[src/rtl/dsp_pkg.sv]
// shared types and constants for the dual servo pulse generator
`default_nettype none

package dsp_pkg;

  localparam int KIND_W     = 2;
  localparam int ANGLE_W    = 8;
  localparam int PULSE_W    = 5;
  localparam int COUNT_W    = 8;
  localparam int SUB_MS_W   = 4;
  localparam int MS_W       = 32;

  // item kinds
  localparam logic [KIND_W-1:0] KIND_TICK  = 2'd0;
  localparam logic [KIND_W-1:0] KIND_SET_H = 2'd1;
  localparam logic [KIND_W-1:0] KIND_SET_V = 2'd2;

  localparam logic signed [ANGLE_W-1:0] ANGLE_MIN = -8'sd90;
  localparam logic signed [ANGLE_W-1:0] ANGLE_MAX = 8'sd90;

  // pulse numerator is CENTER_NUM +/- DEG_GAIN * angle, then divided by 100
  localparam int NUM_W = 13;
  localparam logic signed [NUM_W-1:0] CENTER_NUM = 13'sd1500;
  localparam logic signed [NUM_W-1:0] DEG_GAIN   = 13'sd11;

  // divide by 100 as multiply by 5243 / 2^19, exact for numerators below 4096
  localparam int DIV_IN_W    = 12;
  localparam int RECIP_W     = 13;
  localparam int RECIP_SHIFT = 19;
  localparam logic [RECIP_W-1:0] RECIP_100 = 13'd5243;
  localparam int PROD_W = DIV_IN_W + RECIP_W;

  localparam logic [PULSE_W-1:0] PULSE_CENTER = 5'd15;

  typedef struct packed {
    logic               tick;
    logic               load;
    logic [PULSE_W-1:0] pulse;
  } chan_ctl_t;

endpackage

`default_nettype wire

[src/rtl/dsp_if.sv]
// command and result channel interfaces
`default_nettype none

interface dsp_cmd_if;
  import dsp_pkg::*;
  logic                      valid;
  logic                      ready;
  logic [KIND_W-1:0]         kind;
  logic signed [ANGLE_W-1:0] angle_deg;

  modport source (output valid, kind, angle_deg, input ready);
  modport sink   (input valid, kind, angle_deg, output ready);
endinterface

interface dsp_res_if;
  import dsp_pkg::*;
  logic            valid;
  logic            ready;
  logic            servo_h_level;
  logic            servo_v_level;
  logic [MS_W-1:0] ms_count;
  logic            angle_taken;

  modport source (output valid, servo_h_level, servo_v_level, ms_count, angle_taken,
                  input ready);
  modport sink   (input valid, servo_h_level, servo_v_level, ms_count, angle_taken,
                  output ready);
endinterface

`default_nettype wire

[src/rtl/dsp_pulse_conv.sv]
// angle in degrees to pulse length in ticks
`default_nettype none

module dsp_pulse_conv
  import dsp_pkg::*;
(
  input  wire logic signed [ANGLE_W-1:0] angle_deg,
  input  wire logic                      invert,
  output logic                           in_range,
  output logic [PULSE_W-1:0]             pulse
);

  logic signed [ANGLE_W:0]   angle_eff;
  logic signed [NUM_W-1:0]   num;
  logic [PROD_W-1:0]         prod;

  always_comb begin
    in_range  = (angle_deg >= ANGLE_MIN) && (angle_deg <= ANGLE_MAX);
    angle_eff = invert ? -$signed({angle_deg[ANGLE_W-1], angle_deg})
                       : $signed({angle_deg[ANGLE_W-1], angle_deg});
    num  = CENTER_NUM
         + $signed({{(NUM_W-ANGLE_W-1){angle_eff[ANGLE_W]}}, angle_eff}) * DEG_GAIN;
    // numerator is positive and below 4096 when the angle is in range
    prod  = PROD_W'(num[DIV_IN_W-1:0]) * PROD_W'(RECIP_100);
    pulse = prod[RECIP_SHIFT +: PULSE_W];
  end

endmodule

`default_nettype wire

[src/rtl/dsp_servo_chan.sv]
// one servo channel: period counter, pulse length and output level
`default_nettype none

module dsp_servo_chan
  import dsp_pkg::*;
#(
  parameter int PERIOD_LIMIT = 200
) (
  input  wire logic      clk,
  input  wire logic      rst,
  input  wire chan_ctl_t ctl,
  output logic           level_next
);

  logic [COUNT_W-1:0] count;
  logic [COUNT_W-1:0] count_next;
  logic [PULSE_W-1:0] pulse_len;
  logic               level;

  always_comb begin
    count_next = count;
    level_next = level;
    if (ctl.tick) begin
      if (count > COUNT_W'(PERIOD_LIMIT)) begin
        // restart: level held for this tick
        count_next = COUNT_W'(1);
      end else begin
        level_next = (count <= COUNT_W'(pulse_len));
        count_next = count + COUNT_W'(1);
      end
    end
  end

  always_ff @(posedge clk) begin
    if (rst) begin
      count     <= '0;
      pulse_len <= PULSE_CENTER;
      level     <= 1'b0;
    end else begin
      count <= count_next;
      level <= level_next;
      if (ctl.load) begin
        pulse_len <= ctl.pulse;
      end
    end
  end

endmodule

`default_nettype wire

[src/rtl/dual_servo_pwm_generator_core.sv]
// top level: input register, servo channels, millisecond timer, result register
//
//  channel | dir | handshake     | payload
//  cmd     | in  | valid / ready | kind[1:0], angle_deg[7:0] signed
//  res     | out | valid / ready | servo_h_level, servo_v_level, ms_count[31:0], angle_taken
//
// one item per cycle sustained while res is not stalled; res valid follows the cmd transfer
// through the input register, then state update and result register
// rst clears counters and levels, sets both pulse lengths to the centre value 15
// a stalled result holds the result register; the input register still fills,
// and cmd.ready drops only while both stages are full and res is stalled
`default_nettype none

module dual_servo_pwm_generator_core
  import dsp_pkg::*;
#(
  parameter int PERIOD_LIMIT = 200,
  parameter int TICKS_PER_MS = 10
) (
  input  wire logic   clk,
  input  wire logic   rst,
  dsp_cmd_if.sink     cmd,
  dsp_res_if.source   res
);

  // input register
  logic                      s1_valid;
  logic [KIND_W-1:0]         s1_kind;
  logic signed [ANGLE_W-1:0] s1_angle;
  logic                      s1_adv;

  assign s1_adv    = s1_valid && (!res.valid || res.ready);
  assign cmd.ready = !s1_valid || s1_adv;

  always_ff @(posedge clk) begin
    if (rst) begin
      s1_valid <= 1'b0;
    end else if (cmd.ready) begin
      s1_valid <= cmd.valid;
    end
    if (cmd.valid && cmd.ready) begin
      s1_kind  <= cmd.kind;
      s1_angle <= cmd.angle_deg;
    end
  end

  // angle conversion
  logic               is_h;
  logic               is_v;
  logic               is_tick;
  logic               in_range;
  logic [PULSE_W-1:0] pulse;

  assign is_tick = (s1_kind == KIND_TICK);
  assign is_h    = (s1_kind == KIND_SET_H);
  assign is_v    = (s1_kind == KIND_SET_V);

  dsp_pulse_conv u_conv (
    .angle_deg (s1_angle),
    .invert    (is_h),
    .in_range  (in_range),
    .pulse     (pulse)
  );

  chan_ctl_t ctl_h;
  chan_ctl_t ctl_v;
  logic      level_h_next;
  logic      level_v_next;

  always_comb begin
    ctl_h.tick  = s1_adv && is_tick;
    ctl_h.load  = s1_adv && is_h && in_range;
    ctl_h.pulse = pulse;
    ctl_v.tick  = s1_adv && is_tick;
    ctl_v.load  = s1_adv && is_v && in_range;
    ctl_v.pulse = pulse;
  end

  dsp_servo_chan #(.PERIOD_LIMIT(PERIOD_LIMIT)) u_chan_h (
    .clk        (clk),
    .rst        (rst),
    .ctl        (ctl_h),
    .level_next (level_h_next)
  );

  dsp_servo_chan #(.PERIOD_LIMIT(PERIOD_LIMIT)) u_chan_v (
    .clk        (clk),
    .rst        (rst),
    .ctl        (ctl_v),
    .level_next (level_v_next)
  );

  // millisecond timer
  logic [SUB_MS_W-1:0] sub_ms;
  logic [SUB_MS_W-1:0] sub_ms_next;
  logic [MS_W-1:0]     millis;
  logic [MS_W-1:0]     millis_next;

  always_comb begin
    sub_ms_next = sub_ms;
    millis_next = millis;
    if (s1_adv && is_tick) begin
      sub_ms_next = sub_ms + SUB_MS_W'(1);
      if (sub_ms_next >= SUB_MS_W'(TICKS_PER_MS)) begin
        sub_ms_next = '0;
        millis_next = millis + MS_W'(1);
      end
    end
  end

  always_ff @(posedge clk) begin
    if (rst) begin
      sub_ms <= '0;
      millis <= '0;
    end else begin
      sub_ms <= sub_ms_next;
      millis <= millis_next;
    end
  end

  // result register
  always_ff @(posedge clk) begin
    if (rst) begin
      res.valid <= 1'b0;
    end else if (s1_adv) begin
      res.valid <= 1'b1;
    end else if (res.ready) begin
      res.valid <= 1'b0;
    end
    if (s1_adv) begin
      res.servo_h_level <= level_h_next;
      res.servo_v_level <= level_v_next;
      res.ms_count      <= millis_next;
      res.angle_taken   <= (is_h || is_v) && in_range;
    end
  end

  // checks
  a_tick_no_taken: assert property (@(posedge clk) disable iff (rst)
    s1_adv && is_tick |=> !res.angle_taken)
    else $error("angle_taken set on a tick");

  a_millis_only_on_tick: assert property (@(posedge clk) disable iff (rst)
    !(s1_adv && is_tick) |=> $stable(millis))
    else $error("millisecond count moved without a tick");

  a_sub_ms_bound: assert property (@(posedge clk) disable iff (rst)
    sub_ms < SUB_MS_W'(TICKS_PER_MS))
    else $error("sub-millisecond count out of range");

  a_ready_when_empty: assert property (@(posedge clk) disable iff (rst)
    !res.valid |-> cmd.ready)
    else $error("input stalled with an empty result register");

endmodule

`default_nettype wire
[src/flat_wrapper.sv]
// flat-port wrapper written by rule: the top's interface ports become plain ports
module dual_servo_pwm_generator_core_flat import dsp_pkg::*;
#(
  parameter int PERIOD_LIMIT = 200,
  parameter int TICKS_PER_MS = 10
)
  (clk, rst, cmd_valid, cmd_kind, cmd_angle_deg, cmd_ready, res_valid, res_servo_h_level, res_servo_v_level, res_ms_count, res_angle_taken, res_ready);
  dsp_cmd_if cmd_i ();
  dsp_res_if res_i ();
  input  wire logic clk;
  input  wire logic rst;
  input wire logic [$bits(cmd_i.valid)-1:0] cmd_valid;
  input wire logic [$bits(cmd_i.kind)-1:0] cmd_kind;
  input wire logic [$bits(cmd_i.angle_deg)-1:0] cmd_angle_deg;
  output wire logic [$bits(cmd_i.ready)-1:0] cmd_ready;
  output wire logic [$bits(res_i.valid)-1:0] res_valid;
  output wire logic [$bits(res_i.servo_h_level)-1:0] res_servo_h_level;
  output wire logic [$bits(res_i.servo_v_level)-1:0] res_servo_v_level;
  output wire logic [$bits(res_i.ms_count)-1:0] res_ms_count;
  output wire logic [$bits(res_i.angle_taken)-1:0] res_angle_taken;
  input wire logic [$bits(res_i.ready)-1:0] res_ready;
  assign cmd_i.valid = cmd_valid;
  assign cmd_i.kind = cmd_kind;
  assign cmd_i.angle_deg = cmd_angle_deg;
  assign cmd_ready = cmd_i.ready;
  assign res_valid = res_i.valid;
  assign res_servo_h_level = res_i.servo_h_level;
  assign res_servo_v_level = res_i.servo_v_level;
  assign res_ms_count = res_i.ms_count;
  assign res_angle_taken = res_i.angle_taken;
  assign res_i.ready = res_ready;
  dual_servo_pwm_generator_core #(.PERIOD_LIMIT(PERIOD_LIMIT), .TICKS_PER_MS(TICKS_PER_MS)) u_core (.clk(clk), .rst(rst), .cmd(cmd_i), .res(res_i));
endmodule
[config.mk]
export PLATFORM = sky130hd
export DESIGN_NAME = dual_servo_pwm_generator_core_flat
export DESIGN_NICKNAME = d
export VERILOG_FILES = /design/src/rtl/dsp_pkg.sv /design/src/rtl/dsp_if.sv /design/src/rtl/dsp_pulse_conv.sv /design/src/rtl/dsp_servo_chan.sv /design/src/rtl/dual_servo_pwm_generator_core.sv /design/src/flat_wrapper.sv
export SDC_FILE = /design/constraint.sdc
export NUM_CORES = 1
export LEC_CHECK = 0
export ABC_AREA = 1
export ABC_CLOCK_PERIOD_IN_PS = 10000
export BUFFER_PORTS_ARGS = -buffer_cell sky130_fd_sc_hd__buf_2
export CAP_MARGIN = 0
export CORE_ASPECT_RATIO = 0.9
export CORE_MARGIN = 3
export CORE_UTILIZATION = 40
export DETAILED_ROUTE_END_ITERATION = 16
export PLACE_DENSITY = 0.54
export SETUP_SLACK_MARGIN = 0.1
export SLEW_MARGIN = 15
export SYNTH_ARGS = -nofsm -noshare
export SYNTH_HDL_FRONTEND = slang
export SYNTH_SLANG_ARGS = --single-unit
export TNS_END_PERCENT = 20
[constraint.sdc]
create_clock -name clk -period 10 [get_ports clk]
set_input_delay 2 -clock clk [delete_from_list [all_inputs] [get_ports clk]]
set_output_delay 2 -clock clk [all_outputs]
set_load 0.01 [all_outputs]
### Yosys cells after proc, flatten, opt, wreduce, memory -nomap -nowiden

Cells that the tools add are included.

* $mul: 2
* muxes and demuxes: 12
* equality and inequality tests: 2
* $add $sub $neg: 6
* reductions and logical operators: 16
* order comparisons: 7

Operators by type and width (count)
* 32-bit two-way mux: 2
* 32-bit by 1-bit adder with 32-bit output (second input constant): 1
* 12-bit by 13-bit multiplier with 24-bit output (second input constant): 1
* 8-bit by 1-bit adder with 8-bit output (second input constant): 2
* 8-bit greater-than comparator (second input constant): 2
* 8-bit by 5-bit less-or-equal comparator with 1-bit output: 2
* 8-bit two-way mux: 2
* 12-bit adder (first input constant): 1
* 9-bit by 5-bit multiplier with 12-bit output (second input constant): 1
* 1-bit logical AND: 9
* 9-bit two-way mux: 1
* 8-bit negator with 9-bit output: 1
* 8-bit greater-or-equal comparator (second input constant): 1
* 8-bit less-or-equal comparator (second input constant): 1
* 1-bit two-way mux: 6
* 4-bit by 1-bit adder with 4-bit output (second input constant): 1
* 4-bit greater-or-equal comparator (second input constant): 1
* 4-bit two-way mux: 1
* 1-bit logical OR: 3
* 2-bit by 1-bit == test with 1-bit output (second input constant): 1
* 2-bit == test (second input constant): 1
* 1-bit logical NOT: 2
* 2-bit logical NOT: 1
* 2-bit nonzero test: 1

* input bits: 14
* flip-flop bits (word level): 111
* output and inout bits: 37

### Longest topological paths before layout

* depth in word-level cells: 5
* mapped depth: 46
* gate-level depth less buffers: 45

### Modules after synthesis

From an unflattened synthesis, not the netlist that was laid out.

* cells, all modules: 1165
* area, all modules: 9426.5 sq um

By module, submodules not included
* dsp_pulse_conv: area each 4070.2 sq um, sequential area each 0.0 sq um, times used 1, cells each 535
* dual_servo_pwm_generator_core: area each 3852.4 sq um, sequential area each 2112.0 sq um, times used 1, cells each 420
* dsp_servo_chan: area each 752.0 sq um, sequential area each 280.3 sq um, times used 2, cells each 105

### Least setup slack after synthesis

OpenSTA, ideal clock, no wires.

* path type: reg-to-reg
* start: register u_core.s1_angle[0]
* end: register u_core.u_chan_h.pulse_len[3]
* cell stages (with the launch flop): 41
* buffers on the path: 1
* data required time: 9.885 ns
* library setup time: 0.115 ns
* data arrival time: 8.300 ns
* slack: 1.585 ns
* clock period less this slack: 8.415 ns
* cell sequence: edfxtp_1 > clkbuf_2 > inv_1 > ha_1 > nand2_1 > o21ai_0 > xor2_1 > ha_1 > inv_1 > fa_1 > fa_1 > inv_1 > ha_1 > a21oi_1 > nand2_1 > nand2_1 > o211ai_1 > xor2_1 > [... 5 more ...] > ha_1 > inv_1 > fa_1 > inv_1 > fa_1 > inv_1 > fa_1 > inv_1 > ha_1 > a21oi_1 > o21ai_0 > a21oi_1 > nand3_1 > nand2_1 > nand2_1 > or2_2 > nand3_1 > nand2_1

* longest elaborated chain between the ends: 5
* elaborated cells on any way between the ends: 9
* those cells by class: 2 x add/sub; 2 x mul; 2 x order compare; 1 x mux; 2 x reduce/logical

RTL lines
* start, declared: RTL line dual_servo_pwm_generator_core.sv:29 `logic signed [ANGLE_W-1:0] s1_angle;`
* start signal, assigned: RTL line dual_servo_pwm_generator_core.sv:43 `s1_angle <= cmd.angle_deg;`
* 8-bit negator with 9-bit output: RTL line dsp_pulse_conv.sv:19 `angle_eff = invert ? -$signed({angle_deg[ANGLE_W-1], angle_deg})`
* 9-bit two-way mux: RTL line dsp_pulse_conv.sv:19
* 9-bit by 5-bit multiplier with 12-bit output: RTL line dsp_pulse_conv.sv:22 `+ $signed({{(NUM_W-ANGLE_W-1){angle_eff[ANGLE_W]}}, angle_eff}) * DEG_GAIN;`
* 12-bit adder: RTL line dsp_pulse_conv.sv:22
* 12-bit by 13-bit multiplier with 24-bit output: RTL line dsp_pulse_conv.sv:24 `prod = PROD_W'(num[DIV_IN_W-1:0]) * PROD_W'(RECIP_100);`
* end signal, assigned: RTL line dsp_servo_chan.sv:43 `pulse_len <= ctl.pulse;`
* end, declared: RTL line dsp_servo_chan.sv:17 `logic [PULSE_W-1:0] pulse_len;`

Several ways; a longest one is shown, not always the timed one.
A chain may end at the register's enable or synchronous reset.

### Worst setup path in the final report

* start: register u_core.s1_angle[0]
* end: register u_core.u_chan_v.pulse_len[3]

* longest elaborated chain between the ends: 5
* elaborated cells on any way between the ends: 9
* those cells by class: 2 x add/sub; 2 x mul; 2 x order compare; 1 x mux; 2 x reduce/logical

RTL lines (RTL line)
* 8-bit negator with 9-bit output: dsp_pulse_conv.sv:19
* 9-bit two-way mux: dsp_pulse_conv.sv:19
* 9-bit by 5-bit multiplier with 12-bit output: dsp_pulse_conv.sv:22
* 12-bit adder: dsp_pulse_conv.sv:22
* 12-bit by 13-bit multiplier with 24-bit output: dsp_pulse_conv.sv:24
* end signal, assigned: dsp_servo_chan.sv:43
* end, declared: dsp_servo_chan.sv:17

Several ways; a longest one is shown, not always the timed one.

==> metrics <==
Total Die Area=24,900 um^2; Final Hold Vio Count=0; Via density=4.70; dominant cell type by area after synthesis=sky130_fd_sc_hd__ha_1; overall fraction of global-route tracks in use=16.1%; Least-Margin Pin Slew=1.09 ns; Hold Startpoint=u_core.u_chan_v.level; share of the synthesized area in the top cell type=16.0%; post-route fraction of the period consumed by the critical path=90.9%; post-detail-place hpwl=15.8 mm; type of the worst min-delay path=register to register; clock tree skew after final layout=0.0124 ns; relative slew slack=27.4%; area added between synthesis and finish=9.44%; Slowest-stage cell, CP=sky130_fd_sc_hd__edfxtp_1; CTS HTree Levels=3; initial antenna violation count=0; final weighted congestion in routability-driven placement=0.855; starting density of the core=40.9%; RSZ-0062 raised after global routing=false; Ant. Diodes=0; gate count of the mapped netlist=1,150; cell occurring most often along the worst timing path=sky130_fd_sc_hd__inv_1; R2R Path End=u_core.u_chan_v.pulse_len[3]; Fillers=2,262; hold buffers post-CTS=0; DRT antenna net count=0; commonest non-fill, non-tap cell in the layout=sky130_fd_sc_hd__inv_1; TritonCTS buffer count=9; Crit. End Element=register; DR vias=7,046; fraction of final layout cells with drive strength greater than 1=7.82%; final WL=19.8 mm; Setup TNS=0 ns; synthesis warning total=0; leading register cell type out of synthesis=sky130_fd_sc_hd__dfxtp_1; cell types with the largest area share after synthesis=sky130_fd_sc_hd__ha_1 (16%), sky130_fd_sc_hd__edfxtp_1 (15%), sky130_fd_sc_hd__dfxtp_1 (14%), sky130_fd_sc_hd__fa_1 (12%), sky130_fd_sc_hd__inv_1 (10%); sequential share of the synthesized area=29.0%; number of unique standard cell types used by synthesis=50; largest net degree at the start of global routing=53; Worst path max stage delay=0.59 ns; reg-to-reg setup timing slack=0.91 ns; die height=150 um; Synth Area per Inst=8.02 um^2; terminating pin of the worst hold path=u_core.u_chan_v.level; final-report setup violation count=0; Max Freq=110 MHz; Critical Path RT=10.25 ns; reg2reg path depth=37; outcome=finished clean; Post-synth EDFFs=45; Critical Path AT=9.34 ns; worst flop-to-flop path startpoint=u_core.s1_angle[0]; drt drc=0; number of synthesized register bits=111; Setup Buffers After CTS=0; asr flop ratio synth=0%; die boundary width=166 um; IO Count=51; number of nets produced by synthesis=1,336; clock transition time at the flip-flop clock pins of the worst setup and hold paths=0.08 ns; vias in the first global route=6,685; total grt overflow=0; maxcap violations=0; count of cells resized by post-cts repair=0; number of DRC markers after the initial detailed-route iteration=424; largest buffer count on any clock path=2; synthesized area=9220 um^2; CTS Sinks=111; Initial DRT Pass Iterations=5; TritonCTS clock tree=yes; Worst Path Class, Setup=register to register; number of pins exceeding their max-slew limit in the final report=0; standard-cell rows=52; cell depth of the worst hold path=2; mean routed wirelength per cell=13.2 um; Post-layout nets=1,383; leading cell types in the layout, fill and taps excluded=sky130_fd_sc_hd__inv_1 (257), sky130_fd_sc_hd__nand2_1 (222), sky130_fd_sc_hd__ha_1 (118), sky130_fd_sc_hd__a21oi_1 (77), sky130_fd_sc_hd__dfxtp_1 (66); count of buffers from port buffering=50; master cell of the clock root buffer=sky130_fd_sc_hd__clkbuf_16; CP Launch Type=register; Skew-Pair Late Insertion Delay=0.36 ns; standard cell core area=22,600 um^2; wire length of the first global-routing pass=33.2 mm; largest fanout on the critical path=11; time the final worst path needs with I/O delays and setup=9.09 ns
worst max path at each step:
stage | start | to | slack [ns]
CTS | u_core.s1_angle[0] | u_core.u_chan_h.pulse_len[3] | 0.82
global placement | u_core.s1_angle[0] | u_core.u_chan_v.pulse_len[3] | 1.03
detailed placement | u_core.s1_angle[0] | u_core.u_chan_h.pulse_len[3] | 0.88
global route | u_core.s1_angle[0] | u_core.u_chan_h.pulse_len[3] | 0.10
finish | u_core.s1_angle[0] | u_core.u_chan_v.pulse_len[3] | 0.91
floorplan | u_core.s1_angle[0] | u_core.u_chan_h.pulse_len[3] | 1.58
Yosys cell counts, types with 3 or more instances:
library cell and number:
sky130_fd_sc_hd__fa_1 54, sky130_fd_sc_hd__o21ai_0 43, sky130_fd_sc_hd__dfxtp_1 66, sky130_fd_sc_hd__nand2_1 222, sky130_fd_sc_hd__nor3_1 41, sky130_fd_sc_hd__xor2_1 30
sky130_fd_sc_hd__nor2_1 58, sky130_fd_sc_hd__o211ai_1 3, sky130_fd_sc_hd__nor2_4 3, sky130_fd_sc_hd__or2_2 6, sky130_fd_sc_hd__a211oi_1 4, sky130_fd_sc_hd__nand4_1 15
sky130_fd_sc_hd__clkbuf_1 11, sky130_fd_sc_hd__a21o_1 3, sky130_fd_sc_hd__a21oi_1 77, sky130_fd_sc_hd__ha_1 118, sky130_fd_sc_hd__xnor2_1 11, sky130_fd_sc_hd__inv_1 257
sky130_fd_sc_hd__edfxtp_1 45, sky130_fd_sc_hd__nand3_1 43, sky130_fd_sc_hd__nand3b_1 3
final cells by class:
type	instances	area, um^2	share of cell area [%]
multi-input combinational	762	5500	54.5
timing repair buffer	52	265	2.63
sequential	111	2670	26.5
clock inverter	7	82.6	0.818
tap	297	372	3.68
clock buffer	9	225	2.23
inverter	261	980	9.70
kinds of logic after synthesis:
group / Yosys count / synth area share [%]
DFF: 111 / 29.0
buffers and inverters: 277 / 11.4
and+or+nand+nor: 409 / 19.7
AOI/OAI and AO/OA: 139 / 8.10
adders and majority gates: 172 / 27.7
xor gates and xnor gates: 42 / 4.07
state kept, by name, summed over array words and instances (netlist names):
signal / count
u_core.u_chan_v.pulse_len: 5
u_core.u_chan_v.level: 1
u_core.u_chan_v.count: 8
u_core.sub_ms: 4
u_core.s1_valid: 1
u_core.res.servo_h_level: 1
u_core.s1_angle: 8
u_core.u_chan_h.pulse_len: 5
u_core.res.angle_taken: 1
u_core.millis: 32
u_core.u_chan_h.level: 1
u_core.res.ms_count: 32
u_core.res.servo_v_level: 1
u_core.s1_kind: 2
u_core.u_chan_h.count: 8
u_core.res.valid: 1
critical path: cells and delay by family, from the launching register on:
family / cells / cell delay (ns)
AOI/OAI and AO/OA: 6 / 1.22
xor gates and xnor gates: 2 / 0.63
adders and majority gates: 12 / 4.75
buffers and inverters: 8 / 0.76
DFF: 1 / 0.59
and+or+nand+nor: 9 / 1.00
layer usage:
metal	vias to the layer above	global-route usage, %	part of all wire (%)
li1	3737	-	-
met1	3190	26.3	57
met2	108	22.9	39
met3	11	2.38	4.0
met4	0	1.87	0.47
met5	-	0	0
per-stage QoR:
stage / worst slack [ns] / utilization, % / instances / hold slack [ns] / cell area [um^2]
after detailed placement: 0.875 / 43.3 / 1483 / 0.461 / 9790
after global routing: 0.101 / 44.7 / 1499 / 0.489 / 10100
after global placement: 1.03 / 43.3 / 1483 / 0.455 / 9790
final: 0.910 / 44.7 / 1499 / 0.477 / 10100
after floorplan: 1.58 / - / 1150 / 0.441 / 9220
after CTS: 0.815 / 44.7 / 1499 / 0.476 / 10100
Power is left out: the tool's default activity adds up to more than one toggle a clock period on the data nets, which glitch-free logic cannot reach.
